<file path="src/hw/rtl/ffc_pkg.sv">
// ----------------------------------------------------------------------------
// ffc_pkg
// Shared types and constants of the four-function calculator.
// ----------------------------------------------------------------------------
`default_nettype none

package ffc_pkg;

  localparam int ModeW  = 2;
  localparam int KeyW   = 8;
  localparam int PhaseW = 2;
  localparam int ResW   = 32;

  typedef enum logic [1:0] {
    OP_ADD,
    OP_SUB,
    OP_MUL,
    OP_DIV
  } op_t;

  typedef enum logic [PhaseW-1:0] {
    PH_FIRST,
    PH_OPER,
    PH_SECOND,
    PH_RESULT
  } phase_t;

  localparam logic [ModeW-1:0] MODE_KEY = 2'd0;
  localparam logic [ModeW-1:0] MODE_INC = 2'd1;
  localparam logic [ModeW-1:0] MODE_DEC = 2'd2;

  localparam logic [KeyW-1:0] KEY_CLEAR = 8'h43;  // 'C'
  localparam logic [KeyW-1:0] KEY_PLUS  = 8'h2B;  // '+'
  localparam logic [KeyW-1:0] KEY_MINUS = 8'h2D;  // '-'
  localparam logic [KeyW-1:0] KEY_STAR  = 8'h2A;  // '*'
  localparam logic [KeyW-1:0] KEY_SLASH = 8'h2F;  // '/'
  localparam logic [KeyW-1:0] KEY_EQUAL = 8'h3D;  // '='
  localparam logic [KeyW-1:0] KEY_ZERO  = 8'h30;  // '0'
  localparam logic [KeyW-1:0] KEY_NINE  = 8'h39;  // '9'

  // controller to datapath
  typedef struct packed {
    logic load_in;
    logic start_arith;
    logic commit;
  } ffc_cmd_t;

  // datapath to controller
  typedef struct packed {
    logic need_arith;
    logic arith_done;
    logic out_free;
  } ffc_stat_t;

endpackage

`default_nettype wire

</file>
<file path="src/hw/rtl/ffc_if.sv">
// ----------------------------------------------------------------------------
// ffc_if
// Valid/ready channels of the calculator: key input and display result.
// ----------------------------------------------------------------------------
`default_nettype none

interface ffc_in_if;
  logic                       valid;
  logic                       ready;
  logic [ffc_pkg::ModeW-1:0]  mode;
  logic [ffc_pkg::KeyW-1:0]   key_code;

  modport source (output valid, output mode, output key_code, input ready);
  modport sink   (input valid, input mode, input key_code, output ready);
endinterface

interface ffc_out_if;
  logic                             valid;
  logic                             ready;
  logic                             display_clear;
  logic                             echo_valid;
  logic [ffc_pkg::KeyW-1:0]         echo_char;
  logic                             result_valid;
  logic signed [ffc_pkg::ResW-1:0]  result_value;
  logic [ffc_pkg::PhaseW-1:0]       phase;
  logic                             divide_by_zero;

  modport source (output valid, output display_clear, output echo_valid, output echo_char,
                  output result_valid, output result_value, output phase,
                  output divide_by_zero, input ready);
  modport sink   (input valid, input display_clear, input echo_valid, input echo_char,
                  input result_valid, input result_value, input phase,
                  input divide_by_zero, output ready);
endinterface

`default_nettype wire

</file>
<file path="src/hw/rtl/ffc_alu.sv">
// ----------------------------------------------------------------------------
// ffc_alu
// Arithmetic unit: add/sub in one step, shift-add multiply and restoring
// signed divide at one bit per cycle.
// ----------------------------------------------------------------------------
`default_nettype none

module ffc_alu #(
  parameter int W = 32
) (
  input  wire logic          clk,
  input  wire logic          rst_n,
  input  wire logic          start,
  input  wire ffc_pkg::op_t  op,
  input  wire logic [W-1:0]  a,
  input  wire logic [W-1:0]  b,
  output logic               done,
  output logic [W-1:0]       res,
  output logic               dz
);
  import ffc_pkg::*;

  localparam int CntW = $clog2(W + 1);

  typedef enum logic [2:0] {
    U_IDLE,
    U_MUL,
    U_DIV,
    U_NEG,
    U_FIN
  } ustate_t;

  ustate_t         ust_r, ust_nxt;
  logic [CntW-1:0] cnt_r, cnt_nxt;
  logic [W-1:0]    acc_r, acc_nxt;
  logic [W-1:0]    x_r, x_nxt;     // multiplicand, or dividend shifting into quotient
  logic [W-1:0]    y_r, y_nxt;     // multiplier, or divisor magnitude
  logic [W-1:0]    rem_r, rem_nxt;
  logic            neg_r, neg_nxt;
  logic            dz_r, dz_nxt;
  logic [W:0]      trial;

  always_comb begin
    ust_nxt = ust_r;
    cnt_nxt = cnt_r;
    acc_nxt = acc_r;
    x_nxt   = x_r;
    y_nxt   = y_r;
    rem_nxt = rem_r;
    neg_nxt = neg_r;
    dz_nxt  = dz_r;
    trial   = {rem_r, x_r[W-1]} - {1'b0, y_r};
    case (ust_r)
      U_IDLE: begin
        if (start) begin
          dz_nxt = 1'b0;
          case (op)
            OP_ADD: begin
              acc_nxt = a + b;
              ust_nxt = U_FIN;
            end
            OP_SUB: begin
              acc_nxt = a - b;
              ust_nxt = U_FIN;
            end
            OP_MUL: begin
              acc_nxt = '0;
              x_nxt   = a;
              y_nxt   = b;
              cnt_nxt = CntW'(W);
              ust_nxt = U_MUL;
            end
            default: begin
              if (b == '0) begin
                acc_nxt = '0;
                dz_nxt  = 1'b1;
                ust_nxt = U_FIN;
              end else begin
                x_nxt   = a[W-1] ? (~a + W'(1)) : a;
                y_nxt   = b[W-1] ? (~b + W'(1)) : b;
                rem_nxt = '0;
                neg_nxt = a[W-1] ^ b[W-1];
                cnt_nxt = CntW'(W);
                ust_nxt = U_DIV;
              end
            end
          endcase
        end
      end
      U_MUL: begin
        if (y_r[0]) begin
          acc_nxt = acc_r + x_r;
        end
        x_nxt   = {x_r[W-2:0], 1'b0};
        y_nxt   = {1'b0, y_r[W-1:1]};
        cnt_nxt = cnt_r - CntW'(1);
        if (cnt_r == CntW'(1)) begin
          ust_nxt = U_FIN;
        end
      end
      U_DIV: begin
        if (!trial[W]) begin
          rem_nxt = trial[W-1:0];
          x_nxt   = {x_r[W-2:0], 1'b1};
        end else begin
          rem_nxt = {rem_r[W-2:0], x_r[W-1]};
          x_nxt   = {x_r[W-2:0], 1'b0};
        end
        cnt_nxt = cnt_r - CntW'(1);
        if (cnt_r == CntW'(1)) begin
          ust_nxt = U_NEG;
        end
      end
      U_NEG: begin
        // most negative / -1 wraps back to most negative here
        acc_nxt = neg_r ? (~x_r + W'(1)) : x_r;
        ust_nxt = U_FIN;
      end
      U_FIN: begin
        ust_nxt = U_IDLE;
      end
      default: begin
        ust_nxt = U_IDLE;
      end
    endcase
  end

  always_ff @(posedge clk) begin
    if (!rst_n) begin
      ust_r <= U_IDLE;
    end else begin
      ust_r <= ust_nxt;
    end
    cnt_r <= cnt_nxt;
    acc_r <= acc_nxt;
    x_r   <= x_nxt;
    y_r   <= y_nxt;
    rem_r <= rem_nxt;
    neg_r <= neg_nxt;
    dz_r  <= dz_nxt;
  end

  assign done = (ust_r == U_FIN);
  assign res  = acc_r;
  assign dz   = dz_r;

endmodule

`default_nettype wire

</file>
<file path="src/hw/rtl/ffc_dp.sv">
// ----------------------------------------------------------------------------
// ffc_dp
// Calculator datapath: key decode, operand/result registers, arithmetic
// unit and the result output register.
// ----------------------------------------------------------------------------
`default_nettype none

module ffc_dp #(
  parameter int W = 32
) (
  input  wire logic                        clk,
  input  wire logic                        rst_n,
  input  wire ffc_pkg::ffc_cmd_t           cmd,
  output ffc_pkg::ffc_stat_t               stat,
  input  wire logic [ffc_pkg::ModeW-1:0]   in_mode,
  input  wire logic [ffc_pkg::KeyW-1:0]    in_key,
  output logic                             out_valid,
  input  wire logic                        out_ready,
  output logic                             out_display_clear,
  output logic                             out_echo_valid,
  output logic [ffc_pkg::KeyW-1:0]         out_echo_char,
  output logic                             out_result_valid,
  output logic signed [ffc_pkg::ResW-1:0]  out_result_value,
  output logic [ffc_pkg::PhaseW-1:0]       out_phase,
  output logic                             out_divide_by_zero
);
  import ffc_pkg::*;

  typedef enum logic [2:0] {
    A_NONE,
    A_CLEAR,
    A_SETOP,
    A_CHAIN,
    A_EQUAL,
    A_DIGIT,
    A_INC,
    A_DEC
  } action_t;

  // latched item
  logic [ModeW-1:0] mode_r;
  logic [KeyW-1:0]  key_r;

  // calculator state
  phase_t          phase_r, phase_nxt;
  logic [W-1:0]    first_r, first_nxt;
  logic [W-1:0]    second_r, second_nxt;
  op_t             opc_r, opc_nxt;
  logic [W-1:0]    result_r, result_nxt;

  // output register
  logic            ov_r;
  logic            o_clr_r, o_echo_r, o_rv_r, o_dz_r;
  logic [KeyW-1:0] o_char_r;
  logic [ResW-1:0] o_res_r;
  phase_t          o_phase_r;

  logic            clr_nxt, echo_nxt, rv_nxt, dz_nxt;
  logic [KeyW-1:0] char_nxt;
  logic [ResW-1:0] res_out;

  action_t         action;
  logic            key_is_op;
  op_t             key_op;
  logic            key_is_digit;
  logic [KeyW-1:0] digit_diff;
  logic [W-1:0]    acc_sel;
  logic [W-1:0]    times10;

  logic            alu_done, alu_dz;
  logic [W-1:0]    alu_res;

  always_comb begin
    key_is_op = 1'b1;
    key_op    = OP_ADD;
    case (key_r)
      KEY_PLUS:  key_op = OP_ADD;
      KEY_MINUS: key_op = OP_SUB;
      KEY_STAR:  key_op = OP_MUL;
      KEY_SLASH: key_op = OP_DIV;
      default:   key_is_op = 1'b0;
    endcase
  end

  assign key_is_digit = key_r inside {[KEY_ZERO:KEY_NINE]};
  assign digit_diff   = key_r - KEY_ZERO;

  always_comb begin
    action = A_NONE;
    if (mode_r == MODE_KEY) begin
      if (key_r == KEY_CLEAR) begin
        action = A_CLEAR;
      end else if (key_is_op && (phase_r == PH_FIRST || phase_r == PH_OPER)) begin
        action = A_SETOP;
      end else if (key_is_op && phase_r == PH_SECOND) begin
        action = A_CHAIN;
      end else if (key_r == KEY_EQUAL && phase_r == PH_SECOND) begin
        action = A_EQUAL;
      end else if (key_is_digit) begin
        action = A_DIGIT;
      end
    end else if (phase_r == PH_RESULT) begin
      if (mode_r == MODE_INC) begin
        action = A_INC;
      end else if (mode_r == MODE_DEC) begin
        action = A_DEC;
      end
    end
  end

  // one shared x*10+d for whichever operand is being built
  assign acc_sel = (phase_r == PH_SECOND) ? second_r : first_r;
  assign times10 = (acc_sel << 3) + (acc_sel << 1) + W'(digit_diff[3:0]);

  always_comb begin
    phase_nxt  = phase_r;
    first_nxt  = first_r;
    second_nxt = second_r;
    opc_nxt    = opc_r;
    result_nxt = result_r;
    clr_nxt    = 1'b0;
    echo_nxt   = 1'b0;
    char_nxt   = '0;
    rv_nxt     = 1'b0;
    dz_nxt     = 1'b0;
    case (action)
      A_CLEAR: begin
        clr_nxt    = 1'b1;
        phase_nxt  = PH_FIRST;
        first_nxt  = '0;
        second_nxt = '0;
      end
      A_SETOP: begin
        clr_nxt   = 1'b1;
        opc_nxt   = key_op;
        echo_nxt  = 1'b1;
        char_nxt  = key_r;
        phase_nxt = PH_OPER;
      end
      A_CHAIN: begin
        clr_nxt    = 1'b1;
        result_nxt = alu_res;
        opc_nxt    = key_op;
        first_nxt  = alu_res;
        second_nxt = '0;
        rv_nxt     = 1'b1;
        dz_nxt     = alu_dz;
      end
      A_EQUAL: begin
        clr_nxt    = 1'b1;
        result_nxt = alu_res;
        phase_nxt  = PH_RESULT;
        rv_nxt     = 1'b1;
        dz_nxt     = alu_dz;
      end
      A_DIGIT: begin
        echo_nxt = 1'b1;
        char_nxt = key_r;
        case (phase_r)
          PH_FIRST: begin
            clr_nxt   = (first_r == '0);
            first_nxt = times10;
          end
          PH_SECOND: begin
            clr_nxt    = (second_r == '0);
            second_nxt = times10;
          end
          PH_RESULT: begin
            clr_nxt   = 1'b1;
            phase_nxt = PH_FIRST;
            first_nxt = W'(digit_diff[3:0]);
          end
          default: begin
            clr_nxt    = 1'b1;
            phase_nxt  = PH_SECOND;
            second_nxt = W'(digit_diff[3:0]);
          end
        endcase
      end
      A_INC: begin
        clr_nxt    = 1'b1;
        result_nxt = result_r + W'(1);
        rv_nxt     = 1'b1;
      end
      A_DEC: begin
        clr_nxt    = 1'b1;
        result_nxt = result_r - W'(1);
        rv_nxt     = 1'b1;
      end
      default: begin
        clr_nxt = 1'b0;
      end
    endcase
  end

  generate
    if (W >= ResW) begin : g_res_trunc
      assign res_out = result_nxt[ResW-1:0];
    end else begin : g_res_ext
      assign res_out = {{(ResW-W){1'b0}}, result_nxt};
    end
  endgenerate

  ffc_alu #(
    .W (W)
  ) u_alu (
    .clk   (clk),
    .rst_n (rst_n),
    .start (cmd.start_arith),
    .op    (opc_r),
    .a     (first_r),
    .b     (second_r),
    .done  (alu_done),
    .res   (alu_res),
    .dz    (alu_dz)
  );

  always_ff @(posedge clk) begin
    if (cmd.load_in) begin
      mode_r <= in_mode;
      key_r  <= in_key;
    end
  end

  always_ff @(posedge clk) begin
    if (!rst_n) begin
      phase_r  <= PH_FIRST;
      first_r  <= '0;
      second_r <= '0;
      opc_r    <= OP_ADD;
      result_r <= '0;
    end else if (cmd.commit) begin
      phase_r  <= phase_nxt;
      first_r  <= first_nxt;
      second_r <= second_nxt;
      opc_r    <= opc_nxt;
      result_r <= result_nxt;
    end
  end

  always_ff @(posedge clk) begin
    if (!rst_n) begin
      ov_r <= 1'b0;
    end else if (cmd.commit) begin
      ov_r <= 1'b1;
    end else if (out_ready) begin
      ov_r <= 1'b0;
    end
    if (cmd.commit) begin
      o_clr_r   <= clr_nxt;
      o_echo_r  <= echo_nxt;
      o_char_r  <= char_nxt;
      o_rv_r    <= rv_nxt;
      o_res_r   <= res_out;
      o_phase_r <= phase_nxt;
      o_dz_r    <= dz_nxt;
    end
  end

  assign stat.need_arith = (action == A_CHAIN) || (action == A_EQUAL);
  assign stat.arith_done = alu_done;
  assign stat.out_free   = !ov_r || out_ready;

  assign out_valid          = ov_r;
  assign out_display_clear  = o_clr_r;
  assign out_echo_valid     = o_echo_r;
  assign out_echo_char      = o_char_r;
  assign out_result_valid   = o_rv_r;
  assign out_result_value   = o_res_r;
  assign out_phase          = o_phase_r;
  assign out_divide_by_zero = o_dz_r;

endmodule

`default_nettype wire

</file>
<file path="src/hw/rtl/ffc_ctrl.sv">
// ----------------------------------------------------------------------------
// ffc_ctrl
// Calculator controller: accept an item, decode, run the arithmetic unit
// when needed, commit into the output register.
// ----------------------------------------------------------------------------
`default_nettype none

module ffc_ctrl (
  input  wire logic                clk,
  input  wire logic                rst_n,
  input  wire logic                in_valid,
  output logic                     in_ready,
  input  wire ffc_pkg::ffc_stat_t  stat,
  output ffc_pkg::ffc_cmd_t        cmd
);
  import ffc_pkg::*;

  typedef enum logic [1:0] {
    S_IDLE,
    S_DECODE,
    S_ARITH,
    S_COMMIT
  } state_t;

  state_t state_r, state_nxt;

  always_comb begin
    state_nxt = state_r;
    case (state_r)
      S_IDLE: begin
        if (in_valid) begin
          state_nxt = S_DECODE;
        end
      end
      S_DECODE: begin
        state_nxt = stat.need_arith ? S_ARITH : S_COMMIT;
      end
      S_ARITH: begin
        if (stat.arith_done) begin
          state_nxt = S_COMMIT;
        end
      end
      S_COMMIT: begin
        if (stat.out_free) begin
          state_nxt = S_IDLE;
        end
      end
      default: begin
        state_nxt = S_IDLE;
      end
    endcase
  end

  always_ff @(posedge clk) begin
    if (!rst_n) begin
      state_r <= S_IDLE;
    end else begin
      state_r <= state_nxt;
    end
  end

  assign in_ready        = (state_r == S_IDLE);
  assign cmd.load_in     = (state_r == S_IDLE) && in_valid;
  assign cmd.start_arith = (state_r == S_DECODE) && stat.need_arith;
  assign cmd.commit      = (state_r == S_COMMIT) && stat.out_free;

endmodule

`default_nettype wire

</file>
<file path="src/hw/rtl/four_function_calculator_fsm.sv">
// ----------------------------------------------------------------------------
// four_function_calculator_fsm
// Four-function integer calculator driven by key codes and inc/dec buttons.
// ----------------------------------------------------------------------------
//
//   channel  direction  payload
//   in_ch    sink       mode, key_code
//   out_ch   source     display_clear, echo_valid, echo_char, result_valid,
//                       result_value, phase, divide_by_zero
//
// one item in flight: accept, decode, commit; '=' or a chained operator also runs
// the arithmetic unit between decode and commit
// a pending '*' or '/' runs the one-bit-per-cycle loop, and a divide then fixes the
// sign; a division by zero skips the loop
// the output register holds a stalled item and the commit waits for it to drain
// synchronous active-low reset returns to the first-number phase, all zero
//
`default_nettype none

module four_function_calculator_fsm #(
  parameter int OPERAND_WIDTH = 32
) (
  input  wire logic  clk,
  input  wire logic  rst_n,
  ffc_in_if.sink     in_ch,
  ffc_out_if.source  out_ch
);
  import ffc_pkg::*;

  ffc_cmd_t  cmd;
  ffc_stat_t stat;

  ffc_ctrl u_ctrl (
    .clk      (clk),
    .rst_n    (rst_n),
    .in_valid (in_ch.valid),
    .in_ready (in_ch.ready),
    .stat     (stat),
    .cmd      (cmd)
  );

  ffc_dp #(
    .W (OPERAND_WIDTH)
  ) u_dp (
    .clk                (clk),
    .rst_n              (rst_n),
    .cmd                (cmd),
    .stat               (stat),
    .in_mode            (in_ch.mode),
    .in_key             (in_ch.key_code),
    .out_valid          (out_ch.valid),
    .out_ready          (out_ch.ready),
    .out_display_clear  (out_ch.display_clear),
    .out_echo_valid     (out_ch.echo_valid),
    .out_echo_char      (out_ch.echo_char),
    .out_result_valid   (out_ch.result_valid),
    .out_result_value   (out_ch.result_value),
    .out_phase          (out_ch.phase),
    .out_divide_by_zero (out_ch.divide_by_zero)
  );

endmodule

`default_nettype wire

</file>
<file path="src/flat_wrapper.sv">
// flat-port wrapper written by rule: the top's interface ports become plain ports
module four_function_calculator_fsm_flat import ffc_pkg::*;
#(
  parameter int OPERAND_WIDTH = 32
)
  (clk, rst_n, in_ch_valid, in_ch_mode, in_ch_key_code, in_ch_ready, out_ch_valid, out_ch_display_clear, out_ch_echo_valid, out_ch_echo_char, out_ch_result_valid, out_ch_result_value, out_ch_phase, out_ch_divide_by_zero, out_ch_ready);
  ffc_in_if in_ch_i ();
  ffc_out_if out_ch_i ();
  input  wire logic clk;
  input  wire logic rst_n;
  input wire logic [$bits(in_ch_i.valid)-1:0] in_ch_valid;
  input wire logic [$bits(in_ch_i.mode)-1:0] in_ch_mode;
  input wire logic [$bits(in_ch_i.key_code)-1:0] in_ch_key_code;
  output wire logic [$bits(in_ch_i.ready)-1:0] in_ch_ready;
  output wire logic [$bits(out_ch_i.valid)-1:0] out_ch_valid;
  output wire logic [$bits(out_ch_i.display_clear)-1:0] out_ch_display_clear;
  output wire logic [$bits(out_ch_i.echo_valid)-1:0] out_ch_echo_valid;
  output wire logic [$bits(out_ch_i.echo_char)-1:0] out_ch_echo_char;
  output wire logic [$bits(out_ch_i.result_valid)-1:0] out_ch_result_valid;
  output wire logic [$bits(out_ch_i.result_value)-1:0] out_ch_result_value;
  output wire logic [$bits(out_ch_i.phase)-1:0] out_ch_phase;
  output wire logic [$bits(out_ch_i.divide_by_zero)-1:0] out_ch_divide_by_zero;
  input wire logic [$bits(out_ch_i.ready)-1:0] out_ch_ready;
  assign in_ch_i.valid = in_ch_valid;
  assign in_ch_i.mode = in_ch_mode;
  assign in_ch_i.key_code = in_ch_key_code;
  assign in_ch_ready = in_ch_i.ready;
  assign out_ch_valid = out_ch_i.valid;
  assign out_ch_display_clear = out_ch_i.display_clear;
  assign out_ch_echo_valid = out_ch_i.echo_valid;
  assign out_ch_echo_char = out_ch_i.echo_char;
  assign out_ch_result_valid = out_ch_i.result_valid;
  assign out_ch_result_value = out_ch_i.result_value;
  assign out_ch_phase = out_ch_i.phase;
  assign out_ch_divide_by_zero = out_ch_i.divide_by_zero;
  assign out_ch_i.ready = out_ch_ready;
  four_function_calculator_fsm #(.OPERAND_WIDTH(OPERAND_WIDTH)) u_core (.clk(clk), .rst_n(rst_n), .in_ch(in_ch_i), .out_ch(out_ch_i));
endmodule
</file>
<file path="config.mk">
export PLATFORM = sky130hd
export DESIGN_NAME = four_function_calculator_fsm_flat
export DESIGN_NICKNAME = d
export VERILOG_FILES = /design/src/hw/rtl/ffc_pkg.sv /design/src/hw/rtl/ffc_if.sv /design/src/hw/rtl/ffc_alu.sv /design/src/hw/rtl/ffc_dp.sv /design/src/hw/rtl/ffc_ctrl.sv /design/src/hw/rtl/four_function_calculator_fsm.sv /design/src/flat_wrapper.sv
export SDC_FILE = /design/constraint.sdc
export NUM_CORES = 1
export LEC_CHECK = 0
export BUFFER_PORTS_ARGS = -buffer_cell sky130_fd_sc_hd__clkbuf_2
export CAP_MARGIN = 10
export CORE_MARGIN = 5
export CORE_UTILIZATION = 40
export CTS_CLUSTER_DIAMETER = 80
export DETAILED_ROUTE_END_ITERATION = 16
export GPL_ROUTABILITY_DRIVEN = 0
export HOLD_SLACK_MARGIN = 0.02
export MAX_ROUTING_LAYER = met4
export PLACE_DENSITY_LB_ADDON = 0.25
export SLEW_MARGIN = 25
export SYNTH_ARGS = -nofsm -noshare
export SYNTH_HDL_FRONTEND = slang
export SYNTH_SLANG_ARGS = --single-unit
export TNS_END_PERCENT = 50
</file>
<file path="constraint.sdc">
create_clock -name clk -period 8.2 [get_ports clk]
set_clock_uncertainty 0.15 [all_clocks]
set_input_delay 1.64 -clock clk [delete_from_list [all_inputs] [get_ports clk]]
set_output_delay 1.64 -clock clk [all_outputs]
set_load 0.05 [all_outputs]
</file>
==> results.yml <==
status:
  status: "finished clean"
clock_tree:
  cts-root-buf: "clkbuf_16"
  post-cts-setup-buffer-count: 0
  cts_buffers: 39
  htreeDepth: 2
  cts_tree: "yes"
  ctsHoldBuffers: 0
  clock_sinks: 298
  cts_max_path_buffers: 3
  cts-resized-gates: 0
  clk_latency_ns: 0.60
  path_clk_slew_ns: 0.06
layout:
  drive_gt1_share_pct: 8.47
  multi_input_area_um2: 14900
  layout_commonest_cell: "nor2_1"
  layout_common_cells: "255 x nor2_1, 214 x nand2_1, 211 x o21ai_0, 204 x ha_1, 193 x a21oi_1"
  fin_nets: 2956
  layoutNonFillerInstCount: 3536
  utilization_pct: 44.2
  syn_to_final_growth_pct: 9.97
  fill_cells: 5743
  layout.cell_area.non_filler_um2: 26000
  diodes: 0
  regArea_um2: 7890
timing:
  setup_viol: 0
  setup_slack_ns: 2.72
  fmax_ghz: 0.182
  whs_ns: 0.352
  slew_viol_final: 0
  finalCritPeriodShare_pct: 66.9
  post-route-min-period_ns: 5.48
  rsz0062_at_grt: "false"
  totalNegativeSetupSlack_ns: 0
  finalHoldViolations: 0
  worst_pin_slew_ns: 1.16
  relSlewSlack_pct: 22.2
drt:
  drt_iter0_drc: 1946
  firstDrtPassIters: 7
  route.vias.total: 21000
  viasPerCell: 5.94
  wirelength_um: 71700
  final_antenna_net_count: 0
  wl_per_cell_um: 20.3
  drc: 0
floorplan:
  die_h_um: 253
  die_w_um: 253
  initial_utilization_pct: 40.2
  core_area_um2: 58800
  rows: 89
  ios: 62
  die-area_um2: 64100
critical_path:
  cp.arrival_ns: 5.65
  startpoint: "u_core.u_dp.phase_r[0]$_SDFFE_PN0P_"
  cpPeakStageDelay_ns: 0.48
  cp.required_ns: 8.36
  cpMaxStageDelayCell: "o31ai_1"
  timing.rr.start: "u_core.u_dp.phase_r[0]$_SDFFE_PN0P_"
  crit_fanout: 33
  cp-end-kind: "register"
  worst-setup-path-type: "register to register"
  start_kind: "register"
  cp_cell_sequence: "ha_1 > a21oi_1 > or3_1 > inv_1 > buf_4 > ha_1 > a211oi_1 > o211ai_1 > a41oi_1 > a31oi_1 > o31ai_1 > o21ai_1 > a221o_1 > mux2_1 > o21ai_0 > o211ai_1"
synthesis:
  ys.flop_type: "edfxtp_1"
  async_flop_share_pct: 0
  synth_cell_types: 90
  synth.avg_cell_area_um2: 8.65
  syn-cell-area_um2: 23700
  ys_ff_latch: 298
  netlist_instances: 2734
  ys_warn_count: 0
  synth_edf_count: 192
  seq_area_frac_synth_pct: 33.3
worst_hold_path:
  min_path_type: "register to register"
  hold_path_startpoint: "u_core.u_dp.result_r[24]$_SDFFE_PN0P_"
power:
  finalPower_mw: 4.31
  power_per_cell_area_nw_per_um2: 166
  ir_drop_v: 0.000149
  p_leak_nw: 10.3
placement:
  dp_slack_ns: 2.86
  port_buffers: 61
  placed_cell_area_um2: 24800
  dpl.cell_count: 3464
  detailedPlacementHpwl_um: 53700
global_routing:
  grt_max_degree: 66
  track_usage_pct: 22.2
  grt_antenna_before_repair: 0
  first_global_vias: 20100
  grt_pass1_wl_um: 112000
  grt_overflow_total: 0
run:
  max_cap_viol_count: 0
[flip-flops by register name (all words and copies together), names as in the netlist, 3 cells and up]
signal	count
u_core.u_dp.first_r	32
u_core.u_dp.out_result_value	32
u_core.u_dp.result_r	32
u_core.u_dp.second_r	32
u_core.u_dp.u_alu.rem_r	32
u_core.u_dp.u_alu.res	32
u_core.u_dp.u_alu.x_r	32
u_core.u_dp.u_alu.y_r	32
u_core.u_dp.key_r	8
u_core.u_dp.out_echo_char	8
u_core.u_dp.u_alu.cnt_r	6
u_core.u_dp.u_alu.ust_r	3
[worst max-delay path, delay by kind of cell (launching register included)]
family                   cells  cell delay [ns]
flip-flops                   1             0.42
AND/OR/NAND/NOR              1             0.44
buffers and inverters        2             0.45
multiplexers                 1             0.34
AO/OA/AOI/OAI               10             2.71
adder cells (fa/ha/maj)      2             0.70
[cells by family after synthesis]
logic type / Yosys count / share of synthesized area [%]
buffers and inverters: 251 / 4.03
XOR/XNOR: 241 / 8.92
other: 1 / 0.0159
flip-flops: 298 / 33.3
AND/OR/NAND/NOR: 809 / 16.1
adder cells (fa/ha/maj): 210 / 11.3
AO/OA/AOI/OAI: 877 / 24.1
multiplexers: 47 / 2.17
[path summary, 6_finish.rpt]
| kind | cells after the start | endpoint | slack [ns] |
|---|---|---|---|
| setup / recovery | 16 | u_core.u_dp.out_result_value[31]$_DFFE_PP_ | 2.72 |
| hold / removal | 2 | u_core.u_dp.result_r[24]$_SDFFE_PN0P_ | 0.35 |
| setup reg to reg | 16 | u_core.u_dp.out_result_value[31]$_DFFE_PP_ | 2.72 |
| hold reg to reg | 2 | u_core.u_dp.result_r[24]$_SDFFE_PN0P_ | 0.35 |
[synthesized netlist by cell type, drive strengths merged (27+ instances only)]
cell type	count	area share [%]
clkbuf	119	1.9
dfxtp	106	9.0
o21ai	234	5.0
edfxtp	192	24
xor2	71	2.6
o21a	37	1.2
a21o	59	1.9
a211oi	59	1.9
xnor2	170	6.3
nor3	60	1.3
a21oi	194	4.1
nand2	216	3.4
a22oi	84	2.7
nor2	262	4.2
o31ai	27	0.88
a31oi	28	0.74
mux2	35	1.7
nand2b	36	0.98
inv	114	1.8
nand3	65	1.4
ha	204	11
[area by class of cell]
class | count | area share [%]
clock buffer | 57 | 4.25
clock inverter | 15 | 0.520
inverter | 114 | 1.65
multi-input combinational | 2186 | 57.4
sequential | 298 | 30.3
tap | 773 | 3.72
timing repair buffer | 93 | 2.17
[layer usage]
| metal | global-route usage (%) | vias to the layer above | share of wire (%) |
|---|---|---|---|
| met5 | - | - | 0 |
| met4 | 7.77 | 0 | 3.6 |
| met3 | 3.73 | 147 | 6.0 |
| met2 | 34.9 | 654 | 46 |
| met1 | 29.1 | 10100 | 45 |
| li1 | - | 10100 | - |
[power by group]
part	total, mW	internal (mW)	switching [mW]
sequential	1.74	1.69	0.0539
clock	1.69	0.974	0.714
combinational	0.880	0.313	0.566
No activity file was read; power rests on OpenSTA's default activity.
